**config.mk**
```make
export PLATFORM = sky130hd
export DESIGN_NAME = bfd_merge
export DESIGN_NICKNAME = d
export VERILOG_FILES = /design/src/bfd_pkg.sv /design/src/bfd_merge.sv
export SDC_FILE = /design/constraint.sdc
export NUM_CORES = 1
export LEC_CHECK = 0
export ABC_AREA = 1
export ABC_CLOCK_PERIOD_IN_PS = 1100
export BUFFER_PORTS_ARGS = -buffer_cell sky130_fd_sc_hd__buf_2
export CORE_UTILIZATION = 30
export CTS_BUF_LIST = sky130_fd_sc_hd__clkbuf_16
export CTS_CLUSTER_SIZE = 25
export DETAILED_ROUTE_END_ITERATION = 7
export GPL_ROUTABILITY_DRIVEN = 0
export SETUP_SLACK_MARGIN = 0.2
export SYNTH_ARGS = -nofsm -noshare
export SYNTH_HDL_FRONTEND = slang
export SYNTH_SLANG_ARGS = --single-unit
export TNS_END_PERCENT = 100
```
**constraint.sdc**
```tcl
create_clock -name clk -period 1.1 [get_ports clk]
set_input_delay 0.33 -clock clk [delete_from_list [all_inputs] [get_ports clk]]
set_output_delay 0.33 -clock clk [all_outputs]
set_load 0.01 [all_outputs]
```
**src/bfd_pkg.sv**
```systemverilog
// box filter downsampler package: sizes, register indexes and shared types
// used by every module of the block; depends on nothing
`timescale 1ns / 1ps

package bfd_pkg;

	localparam int MAX_OUT_WIDTH = 1024;
	localparam int MAX_RATIO     = 16;
	localparam int CHANNEL_BITS  = 8;
	localparam int NUM_LANES     = 4;

	// fixed by the register and field formats
	localparam int CFG_IDX_W  = 3;
	localparam int CFG_DATA_W = 13;
	localparam int IW_W       = 13;
	localparam int RATIO_CFG_W = 5;
	localparam int DIM_W      = 11;
	localparam int COLP_W     = 12;
	localparam int POS_W      = 13;
	localparam int OUT_POS_W  = 10;

	// derived from the parameters
	localparam int COL_W   = $clog2(MAX_OUT_WIDTH);
	localparam int BCOL_W  = $clog2(MAX_OUT_WIDTH + 1);
	localparam int RIB_W   = $clog2(MAX_RATIO);
	localparam int RATIO_W = $clog2(MAX_RATIO + 1);
	localparam int AREA_W  = $clog2(MAX_RATIO * MAX_RATIO + 1);
	localparam int SUM_W   = $clog2(((1 << CHANNEL_BITS) - 1) * MAX_RATIO * MAX_RATIO + 1);
	localparam int CNT_W   = $clog2(CHANNEL_BITS);

	// register indexes
	localparam logic [CFG_IDX_W-1:0] REG_IN_WIDTH   = 3'd0;
	localparam logic [CFG_IDX_W-1:0] REG_RATIO_X    = 3'd1;
	localparam logic [CFG_IDX_W-1:0] REG_RATIO_Y    = 3'd2;
	localparam logic [CFG_IDX_W-1:0] REG_OUT_WIDTH  = 3'd3;
	localparam logic [CFG_IDX_W-1:0] REG_OUT_HEIGHT = 3'd4;

	typedef logic [CHANNEL_BITS-1:0] bfd_pix_t;
	typedef logic [SUM_W-1:0] bfd_sum_t;

	typedef struct packed {
		logic load;
		logic step;
	} bfd_lane_ctrl_t;

	typedef struct packed {
		logic [OUT_POS_W-1:0] col;
		logic [OUT_POS_W-1:0] row;
	} bfd_tag_t;

endpackage

```
**src/bfd_merge.sv**
```systemverilog
// merging stage: collects the lane quotients and block position into the
// output register; depends on bfd_pkg
`timescale 1ns / 1ps

module bfd_merge (
	input  logic                clk,
	input  logic                arst_n,
	input  logic                load,
	input  bfd_pkg::bfd_tag_t   tag,
	input  bfd_pkg::bfd_pix_t   quot [bfd_pkg::NUM_LANES],
	input  logic                out_ready,
	output logic                out_valid,
	output logic                free,
	output bfd_pkg::bfd_pix_t   ch [bfd_pkg::NUM_LANES],
	output bfd_pkg::bfd_tag_t   tag_out
);

	logic              valid_q;
	bfd_pkg::bfd_pix_t ch_q [bfd_pkg::NUM_LANES];
	bfd_pkg::bfd_tag_t tag_q;

	assign out_valid = valid_q;
	assign free      = !valid_q || out_ready;
	assign ch        = ch_q;
	assign tag_out   = tag_q;

	always_ff @(posedge clk or negedge arst_n) begin
		if (!arst_n) begin
			valid_q <= 1'b0;
		end else if (load) begin
			valid_q <= 1'b1;
		end else if (out_ready) begin
			valid_q <= 1'b0;
		end
	end

	always_ff @(posedge clk) begin
		if (load) begin
			ch_q  <= quot;
			tag_q <= tag;
		end
	end

endmodule

```
==> summary by stage <==
Status
The run finished, with violations left. The checks that failed: setup timing.

Routing
The total wire length is 3200 µm. Dividing the detail-routed wire length by the instance count gives 12.9 µm. The first TritonRoute pass finished after 3 iterations.

The residual antenna-violating net count after detailed routing is 0. The remaining routing DRC violations is 0. Using the TritonRoute via totals, the vias-per-cell ratio works out to ~4.0. Across all layers, the routed design uses 998 vias.

For this block, the initial DRC count from the detailed router was 43.

Timing
The final period utilization is 1.07. The time the worst path needs with I/O delays and setup is 1.18 ns. The final clock skew is 0 ns. Setup repair after global routing could not meet its margin everywhere. The max-slew headroom at the worst pin is 0.881. The number of pins exceeding their max-slew limit in the final report was 0. The worst slack on hold paths is 0.212 ns. The maximum clock frequency is approximately 0.85 GHz.

Setup violations remaining at the end of the flow were counted as 50. The count of endpoints failing hold in the final timing report is 0. The slew at the pin closest to its max-slew limit is 0.178 ns. The final worst slack is -0.0802 ns.

Critical path
The nature of the critical path startpoint is a flip-flop. The required time of the critical path is a little under 0.8 ns. The type of the worst setup path is flip-flop to output pin. The maximum fanout along the worst path is 2.

In this run the worst setup path begins at out_valid$_DFFE_PN0P_. STA classifies the critical path endpoint as an output pin. The startpoint identified for the worst register-to-register timing path is out_valid$_DFFE_PN0P_. At the worst endpoint, the arrival time is 0.85 ns.

Finish
Leaving out fill and tap cells, the most frequent cell in the layout is buf_2. The layout cell share with drive strength beyond 1 is 0.680. The number of cells in the finished layout apart from fillers is around 250. The area added between synthesis and finish is 53.3%. The number of antenna cells inserted is 0. The number of nets in the final layout is 233. The top cell types in the final layout, fill and taps aside, are buf_2 (106), edfxtp_1 (52), clkbuf_16 (5), buf_6 (3). For this run, the share of the core covered by cells in the final layout is 0.479.

Placement
The setup slack at placement is 0.0828 ns. After legalization and detailed placement, the total HPWL measured 2410 µm. The count of buffers inserted at the top-level ports is 109.

After detailed placement, the design holds a cell count of 238.

Synthesis
The post-synthesis cell type count is 4. The Yosys step of the flow raised 0 warnings. In this run, synthesis produced a sequential element count of 53.

The number of nets handed over by synthesis was about 110. The post-synthesis instance area is about 0.0016 mm². Dividing the synthesized area by the synthesized cell count gives 28.2 µm². The number of instances in the synthesized netlist is 57. For this run, the register share of the synthesized area comes to 0.988.

Power
The leakage power total is 1.07 nW. VDD sags by at most 0.874 mV. The power per unit of standard cell area is 1770 mW/mm². The total power is about 4.4 mW.

Hold path
The kind of path behind the tightest hold check is primary input to flip-flop. The worst hold path begins at tag[16].

GRT
After global routing the overflow that remains totals 0. The initial antenna violation count is 0. The global-route wire length before repair is 4470 µm. The number of global-route vias before repair was 1,034.

For this run, the total global-route usage over all layers was measured as 0.115. The maximum number of pins on one net before global-route repair is 35.

CTS
The number of buffers between clock root and the deepest sink is 2. CTS saw 53 sinks. The tree is rooted in a clkbuf_16. For the worst-skew pair, the clock arrives at the later sink with an insertion delay of 0.29 ns. The TritonCTS buffer count is 5. CTS built an H-tree with a depth of 2.

The CTS clock-pin slew for the worst setup and hold paths is about 0.070 ns. The clock tree from TritonCTS is built.

Floorplan
The die is between 70 and 80 µm wide. The die area is 0.00565 mm². The die height is 75.2 µm. In this run the standard cell core region covers between 0.005 and 0.006 mm². The initial core utilization is 0.313.

The floorplan has 26 rows. 110 I/O pins were placed.

Job
The tool flagged a number of max-cap violations equal to 0.
[cell usage after synthesis (all sizes together)]
| library cell | instances | area (µm²) |
|---|---|---|
| dfrtp | 1 | 25.0 |
| edfxtp | 52 | 1560 |
| inv | 2 | 7.51 |
| nand2 | 2 | 12.5 |
[state kept, by name, summed over array words and instances (netlist names)]
signal     count
ch            32
out_valid      1
tag_out       20
[kinds of logic (layout without fill, tap and decap cells)]
kind of cell / Yosys count / count (layout) / synth area share
buffers and inverters: 2 / 123 / 0.00467
and+or+nand+nor: 2 / 2 / 0.00779
DFF: 53 / 53 / 0.988
[repair_timing]
item,in CTS,in global routing
setup buffers,1,0
gates resized for setup,1,2
hold buffers,1,0
hold endpoints to repair,1,0
pin swaps,1,0
endpoints found under the setup margin,54,54
[per-layer routing]
metal	wire [µm]	track usage
met5	0	0
met4	63	0.0617
met3	481	0.0803
met2	1620	0.198
met1	1030	0.0976
[where the power goes]
| part | internal [mW] | switching (mW) |
|---|---|---|
| registers | 2.39 | 0.0383 |
| clock network | 0.847 | 0.671 |
| logic | 0.199 | 0.209 |
[worst paths after layout]
path                            slack, ns                    end  cells past startpoint
min in group asynchronous            0.33  out_valid$_DFFE_PN0P_                      2
worst min register to register       0.62  out_valid$_DFFE_PN0P_                      3
worst max register to register       0.40  out_valid$_DFFE_PN0P_                      3
worst min-delay path                 0.21  tag_out[16]$_DFFE_PP_                      1
max in group asynchronous            0.68  out_valid$_DFFE_PN0P_                      2
worst max-delay path                -0.08                   free                      2
[area by class of cell]
type / count / area, µm²
fillers: 477 / 2680
flip-flops and latches: 53 / 1590
repair buffers: 113 / 622
well taps: 70 / 87.6
inverters: 2 / 7.51
clock buffers: 5 / 125
multi-input cells: 2 / 12.5
clock inverters: 3 / 21.3
[critical path, cell delays in order (launching register included)]
cell and delay, ns:
dfrtp_1 0.39, nand2_2 0.07, buf_6 0.10
[stage by stage]
| step | area [µm²] | TNS (ns) |
|---|---|---|
| after floorplan | 1610 | 0 |
| after global placement | 2280 | 0 |
| after detailed placement | 2280 | 0 |
| after CTS | 2450 | -1.80 |
| after global routing | 2460 | -3.19 |
| final | 2460 | -1.22 |
(Power assumes the default switching activity.)
