File: config.mk
export PLATFORM = sky130hd
export DESIGN_NAME = bfd_div_lane
export DESIGN_NICKNAME = d
export VERILOG_FILES = /design/src/bfd_pkg.sv /design/src/bfd_div_lane.sv
export SDC_FILE = /design/constraint.sdc
export NUM_CORES = 1
export LEC_CHECK = 0
export ABC_CLOCK_PERIOD_IN_PS = 2100
export BUFFER_PORTS_ARGS = -buffer_cell sky130_fd_sc_hd__clkbuf_2
export CORE_ASPECT_RATIO = 0.8
export CORE_MARGIN = 8
export CORE_UTILIZATION = 40
export DETAILED_ROUTE_END_ITERATION = 6
export GPL_TIMING_DRIVEN = 1
export PLACE_DENSITY = 0.58
export SLEW_MARGIN = 20
export SYNTH_ARGS = -nofsm -noshare
export SYNTH_HDL_FRONTEND = slang
export SYNTH_SLANG_ARGS = --single-unit
File: constraint.sdc
create_clock -name clk -period 2.1 [get_ports clk]
set_input_delay 0.42 -clock clk [delete_from_list [all_inputs] [get_ports clk]]
set_output_delay 0.42 -clock clk [all_outputs]
set_load 0.1 [all_outputs]
File: src/bfd_pkg.sv
// box filter downsampler package: sizes, register indexes and shared types
// used by every module of the block; depends on nothing
`timescale 1ns / 1ps

package bfd_pkg;

	localparam int MAX_OUT_WIDTH = 1024;
	localparam int MAX_RATIO     = 16;
	localparam int CHANNEL_BITS  = 8;
	localparam int NUM_LANES     = 4;

	// fixed by the register and field formats
	localparam int CFG_IDX_W  = 3;
	localparam int CFG_DATA_W = 13;
	localparam int IW_W       = 13;
	localparam int RATIO_CFG_W = 5;
	localparam int DIM_W      = 11;
	localparam int COLP_W     = 12;
	localparam int POS_W      = 13;
	localparam int OUT_POS_W  = 10;

	// derived from the parameters
	localparam int COL_W   = $clog2(MAX_OUT_WIDTH);
	localparam int BCOL_W  = $clog2(MAX_OUT_WIDTH + 1);
	localparam int RIB_W   = $clog2(MAX_RATIO);
	localparam int RATIO_W = $clog2(MAX_RATIO + 1);
	localparam int AREA_W  = $clog2(MAX_RATIO * MAX_RATIO + 1);
	localparam int SUM_W   = $clog2(((1 << CHANNEL_BITS) - 1) * MAX_RATIO * MAX_RATIO + 1);
	localparam int CNT_W   = $clog2(CHANNEL_BITS);

	// register indexes
	localparam logic [CFG_IDX_W-1:0] REG_IN_WIDTH   = 3'd0;
	localparam logic [CFG_IDX_W-1:0] REG_RATIO_X    = 3'd1;
	localparam logic [CFG_IDX_W-1:0] REG_RATIO_Y    = 3'd2;
	localparam logic [CFG_IDX_W-1:0] REG_OUT_WIDTH  = 3'd3;
	localparam logic [CFG_IDX_W-1:0] REG_OUT_HEIGHT = 3'd4;

	typedef logic [CHANNEL_BITS-1:0] bfd_pix_t;
	typedef logic [SUM_W-1:0] bfd_sum_t;

	typedef struct packed {
		logic load;
		logic step;
	} bfd_lane_ctrl_t;

	typedef struct packed {
		logic [OUT_POS_W-1:0] col;
		logic [OUT_POS_W-1:0] row;
	} bfd_tag_t;

endpackage

File: src/bfd_div_lane.sv
// one channel lane: restoring divider of a block sum by the block area,
// one quotient bit per cycle while ctrl.step is set; depends on bfd_pkg
`timescale 1ns / 1ps

module bfd_div_lane (
	input  logic                         clk,
	input  logic                         arst_n,
	input  bfd_pkg::bfd_lane_ctrl_t      ctrl,
	input  bfd_pkg::bfd_sum_t            sum,
	input  logic [bfd_pkg::AREA_W-1:0]   area,
	output bfd_pkg::bfd_pix_t            quot
);

	bfd_pkg::bfd_sum_t rem_q;
	bfd_pkg::bfd_sum_t div_q;
	bfd_pkg::bfd_pix_t quot_q;
	logic              ge;

	assign ge   = rem_q >= div_q;
	assign quot = quot_q;

	always_ff @(posedge clk or negedge arst_n) begin
		if (!arst_n) begin
			rem_q  <= '0;
			div_q  <= '0;
			quot_q <= '0;
		end else if (ctrl.load) begin
			rem_q  <= sum;
			div_q  <= bfd_pkg::SUM_W'(area) << (bfd_pkg::CHANNEL_BITS - 1);
			quot_q <= '0;
		end else if (ctrl.step) begin
			if (ge) begin
				rem_q <= rem_q - div_q;
			end
			div_q  <= div_q >> 1;
			quot_q <= {quot_q[bfd_pkg::CHANNEL_BITS-2:0], ge};
		end
	end

endmodule

==> impl_results.html <==
<table>
<tr><th>Metric</th><th>Value</th></tr>
<tr><th colspan="2">Die</th></tr>
<tr><td>Initial cell density of the core</td><td>41.6%</td></tr>
<tr><td>Die outline width</td><td>107 um</td></tr>
<tr><td>Top-level I/O count</td><td>37</td></tr>
<tr><td>Die area</td><td>9590 sq um</td></tr>
<tr><td>Std-Cell Core Area</td><td>6440 sq um</td></tr>
<tr><td>Die extent in y</td><td>89.2 um</td></tr>
<tr><td>Number of rows created at floorplan</td><td>26</td></tr>
<tr><th colspan="2">Placement</th></tr>
<tr><td>Buffers added on ports</td><td>36</td></tr>
<tr><td>Worst setup timing slack at the placement stage</td><td>-185 ps</td></tr>
<tr><td>Routability Congestion</td><td>0.826</td></tr>
<tr><td>Area post-placement</td><td>3210 sq um</td></tr>
<tr><td>Inst Count DP</td><td>441</td></tr>
<tr><td>Hpwl dp</td><td>4970 um</td></tr>
<tr><th colspan="2">CTS</th></tr>
<tr><td>Clock latency on the worst-skew pair</td><td>290 ps</td></tr>
<tr><td>Worst-path clk slew</td><td>80 ps</td></tr>
<tr><td>CTS tree</td><td>done</td></tr>
<tr><td>CTS root buffer</td><td>sky130_fd_sc_hd__clkbuf_8</td></tr>
<tr><td>Post-CTS Hold Fix Bufs</td><td>0</td></tr>
<tr><td>Clk sink count</td><td>40</td></tr>
<tr><td>Max clock buf depth</td><td>2</td></tr>
<tr><td>Num CTS Buffers</td><td>5</td></tr>
<tr><td>H-tree levels</td><td>2</td></tr>
<tr><th colspan="2">Timing</th></tr>
<tr><td>Achievable clock frequency</td><td>454 MHz</td></tr>
<tr><td>Clock skew</td><td>4.38 ps</td></tr>
<tr><td>Final worst path period need</td><td>2200 ps</td></tr>
<tr><td>Setup repair after global routing missed its margin</td><td>yes</td></tr>
<tr><td>Slew @ Worst Pin</td><td>549 ps</td></tr>
<tr><td>Number of failing setup endpoints in the final timing report</td><td>16</td></tr>
<tr><td>Final worst path period share</td><td>105%</td></tr>
<tr><td>Fin. Hold Viols</td><td>0</td></tr>
<tr><td>Worst Hold Margin</td><td>91.2 ps</td></tr>
<tr><td>Max-Slew Margin vs Limit</td><td>63.6%</td></tr>
<tr><td>Worst setup slack after layout</td><td>-102 ps</td></tr>
<tr><td>Max-slew violation total from the final report</td><td>0</td></tr>
<tr><th colspan="2">Synthesis</th></tr>
<tr><td>Share of the synthesized area in the top cell type</td><td>37.4%</td></tr>
<tr><td>Post-synthesis sequential area ratio</td><td>37.4%</td></tr>
<tr><td>Leading post-synthesis cells by cell area</td><td>sky130_fd_sc_hd__dfrtp_1 (37%), sky130_fd_sc_hd__mux2i_1 (11%), sky130_fd_sc_hd__ha_1 (7.5%)</td></tr>
<tr><td>Post-Syn Area per Cell</td><td>9.05 sq um</td></tr>
<tr><td>Share of synthesized flip-flops with an asynchronous set or reset</td><td>100%</td></tr>
<tr><td>Net Count, Synth</td><td>342</td></tr>
<tr><td>Number of enable flip-flop cells after synthesis</td><td>0</td></tr>
<tr><td>Flip-flop cell with the highest count after synthesis</td><td>sky130_fd_sc_hd__dfrtp_1</td></tr>
<tr><td>Synthesized area</td><td>2680 sq um</td></tr>
<tr><td>Cell type contributing the most total cell area after synthesis</td><td>sky130_fd_sc_hd__dfrtp_1</td></tr>
<tr><td>Synth Instances</td><td>296</td></tr>
<tr><td>#FFs+latches synth</td><td>40</td></tr>
<tr><td>Ys Warns</td><td>0</td></tr>
<tr><td>Number of library cell types mapped by synthesis</td><td>47</td></tr>
<tr><th colspan="2">Run status</th></tr>
<tr><td>Violations in the final reports</td><td>negative setup slack</td></tr>
<tr><td>Run status</td><td>finished, violations left</td></tr>
<tr><th colspan="2">GRT</th></tr>
<tr><td>Largest net degree at the start of global routing</td><td>37</td></tr>
<tr><td>Overall routing resource usage</td><td>14.4%</td></tr>
<tr><td>Initial antenna violation count</td><td>0</td></tr>
<tr><td>Wire length of the first global-routing pass</td><td>11,200 um</td></tr>
<tr><td>Number of global-route vias before repair</td><td>2,342</td></tr>
<tr><td>Remaining Overflow, GRT</td><td>0</td></tr>
<tr><th colspan="2">Detailed routing</th></tr>
<tr><td>Count of unresolved DRC violations after routing</td><td>0</td></tr>
<tr><td>DRC violation total after the first TritonRoute iteration</td><td>101</td></tr>
<tr><td>Routed wire length</td><td>6590 um</td></tr>
<tr><td>Via density</td><td>5.14</td></tr>
<tr><td>Post-detailed-route wirelength per cell</td><td>14.5 um</td></tr>
<tr><td>Final ANT Viol Nets</td><td>0</td></tr>
<tr><td>DRT Pass-1 Iters</td><td>4</td></tr>
<tr><td>Number of vias after detailed routing</td><td>2,334</td></tr>
<tr><th colspan="2">Power</th></tr>
<tr><td>Post-layout total power</td><td>3.28 mW</td></tr>
<tr><td>Combinational share of power</td><td>51.5%</td></tr>
<tr><td>Clk network pwr share</td><td>19.9%</td></tr>
<tr><td>Power density over cell area</td><td>939 nW/um^2</td></tr>
<tr><td>VDD IR max</td><td>0.441 mV</td></tr>
<tr><td>Portion of total power attributed to sequential cells</td><td>28.6%</td></tr>
<tr><td>Switching pwr</td><td>1.24 mW</td></tr>
<tr><td>LEAKAGE</td><td>1.65 nW</td></tr>
<tr><td>Cell Int Power</td><td>2.04 mW</td></tr>
<tr><td>Net switching fraction of the power</td><td>37.7%</td></tr>
<tr><th colspan="2">Setup path</th></tr>
<tr><td>RR Startpoint</td><td>div_q[0]$_DFFE_PN0P_</td></tr>
<tr><td>Worst reg2reg setup slack</td><td>-100 ps</td></tr>
<tr><td>Type of the worst setup path</td><td>flip-flop to flip-flop</td></tr>
<tr><td>CP endpoint kind</td><td>flip-flop</td></tr>
<tr><td>Reg2Reg Depth</td><td>9</td></tr>
<tr><td>Worst setup startpoint</td><td>div_q[0]$_DFFE_PN0P_</td></tr>
<tr><td>Data arrival at the endpoint of the critical path</td><td>2380 ps</td></tr>
<tr><td>Critical path peak fanout</td><td>6</td></tr>
<tr><td>Worst r2r dst</td><td>rem_q[3]$_DFFE_PN0P_</td></tr>
<tr><td>Data required time of the worst path</td><td>2280 ps</td></tr>
<tr><td>CP Capture Point</td><td>rem_q[3]$_DFFE_PN0P_</td></tr>
<tr><td>Sort of element at the start of the critical path</td><td>flip-flop</td></tr>
<tr><th colspan="2">Finish</th></tr>
<tr><td>Final design instance area without fill</td><td>3490 sq um</td></tr>
<tr><td>Most frequent cells in the layout</td><td>sky130_fd_sc_hd__buf_4 (41), sky130_fd_sc_hd__dfrtp_1 (40), sky130_fd_sc_hd__nand2_1 (39), sky130_fd_sc_hd__clkbuf_2 (36), sky130_fd_sc_hd__mux2i_1 (29)</td></tr>
<tr><td>Fin cells</td><td>454</td></tr>
<tr><td>Most common cell after layout, fill and taps aside</td><td>sky130_fd_sc_hd__buf_4</td></tr>
<tr><td>Multi-input combinational cell area</td><td>1620 sq um</td></tr>
<tr><td>Combined flip-flop and latch cell area</td><td>1000 sq um</td></tr>
<tr><td>Number of fill cells</td><td>605</td></tr>
<tr><td>Layout cell share with drive strength beyond 1</td><td>32.7%</td></tr>
<tr><td>Count of antenna diodes in the layout</td><td>0</td></tr>
<tr><td>Layout Nets</td><td>415</td></tr>
<tr><td>Area growth syn-to-layout</td><td>30.4%</td></tr>
<tr><th colspan="2">Worst hold path</th></tr>
<tr><td>Path type of the worst min-delay path</td><td>input pin to asynchronous set/reset pin</td></tr>
<tr><th colspan="2">Flow run</th></tr>
<tr><td>Max-cap viol count</td><td>0</td></tr>
</table>
metrics by stage:
stage	TNS (ps)	util, %
2_1_floorplan	-359	-
3_3_place_gp	-929	49.8
3_5_place_dp	-1440	49.8
4_1_cts	-1670	52.4
5_1_grt	-2710	54.2
6_report	-1000	54.2
critical path, cell delays in order (launching register included):
cell,delay (ps)
sky130_fd_sc_hd__dfrtp_1,390
sky130_fd_sc_hd__ha_2,180
sky130_fd_sc_hd__fa_2,330
sky130_fd_sc_hd__nand2b_4,160
sky130_fd_sc_hd__a211oi_4,220
sky130_fd_sc_hd__o21ai_2,120
sky130_fd_sc_hd__o221ai_4,220
sky130_fd_sc_hd__buf_12,170
sky130_fd_sc_hd__mux2i_1,200
sky130_fd_sc_hd__o21ai_1,80
per-layer routing:
layer	GRT usage (%)	vias up	share of wire, %
met1	19.7	1099	50
li1	-	1184	-
met2	22.8	45	44
met3	3.46	6	5.5
met4	2.64	0	0.70
met5	0	-	0
cells by family after synthesis:
| group | after synthesis | share of synthesized area [%] |
|---|---|---|
| buf+inv | 39 | 6.87 |
| fa+ha+maj | 17 | 8.22 |
| flops | 40 | 37.4 |
| mux | 29 | 10.8 |
| compound gates | 75 | 19.1 |
| xor+xnor | 11 | 3.60 |
| simple gates | 85 | 14.0 |
power groups by stage:
stage,clock [mW],sequential [mW],combinational [mW]
2_1_floorplan,0,0.969,1.03
3_3_place_gp,0,0.943,1.51
3_5_place_dp,0,0.945,1.52
4_1_cts,0.679,0.934,1.57
5_1_grt,0.703,0.950,1.87
6_report,0.652,0.939,1.69
flip-flops by register name, summed over array words and instances (netlist names):
name,cells
quot,8
rem_q,16
div_q,16
synth_stat cells, drive strengths merged, types with 4 or more instances:
library cell   n
a21oi         21
buf            9
clkbuf         7
dfrtp         40
ha            16
inv           23
mux2i         29
nand2         41
nand2b         4
nand3          4
nand4          5
nor2          25
o211ai         5
o21ai         25
o311ai         5
xnor2         11
repair_timing:
item | 4_1_cts | 5_1_grt
setup endpoints to repair | 15 | 17
pin swaps | 4 | 8
buffers inserted | 3 | 2
resized for setup | 3 | 21
cell type report:
cell class,instances,area share (%)
clock buffers,5,1.97
repair buffers,82,16.3
multi-input cells,217,46.2
well taps,84,3.01
flip-flops and latches,40,28.7
inverters,23,2.47
clock inverters,3,1.33
how the worst min path moves through the flow:
stage                      start                    end  slack [ps]
after floorplan           arst_n   div_q[0]$_DFFE_PN0P_         120
after global placement    arst_n  div_q[11]$_DFFE_PN0P_         430
after detailed placement  arst_n  div_q[10]$_DFFE_PN0P_         430
after CTS                 arst_n  rem_q[11]$_DFFE_PN0P_         100
after global routing      arst_n  rem_q[11]$_DFFE_PN0P_         130
final                     arst_n  rem_q[11]$_DFFE_PN0P_          90
(Power assumes the default switching activity.)
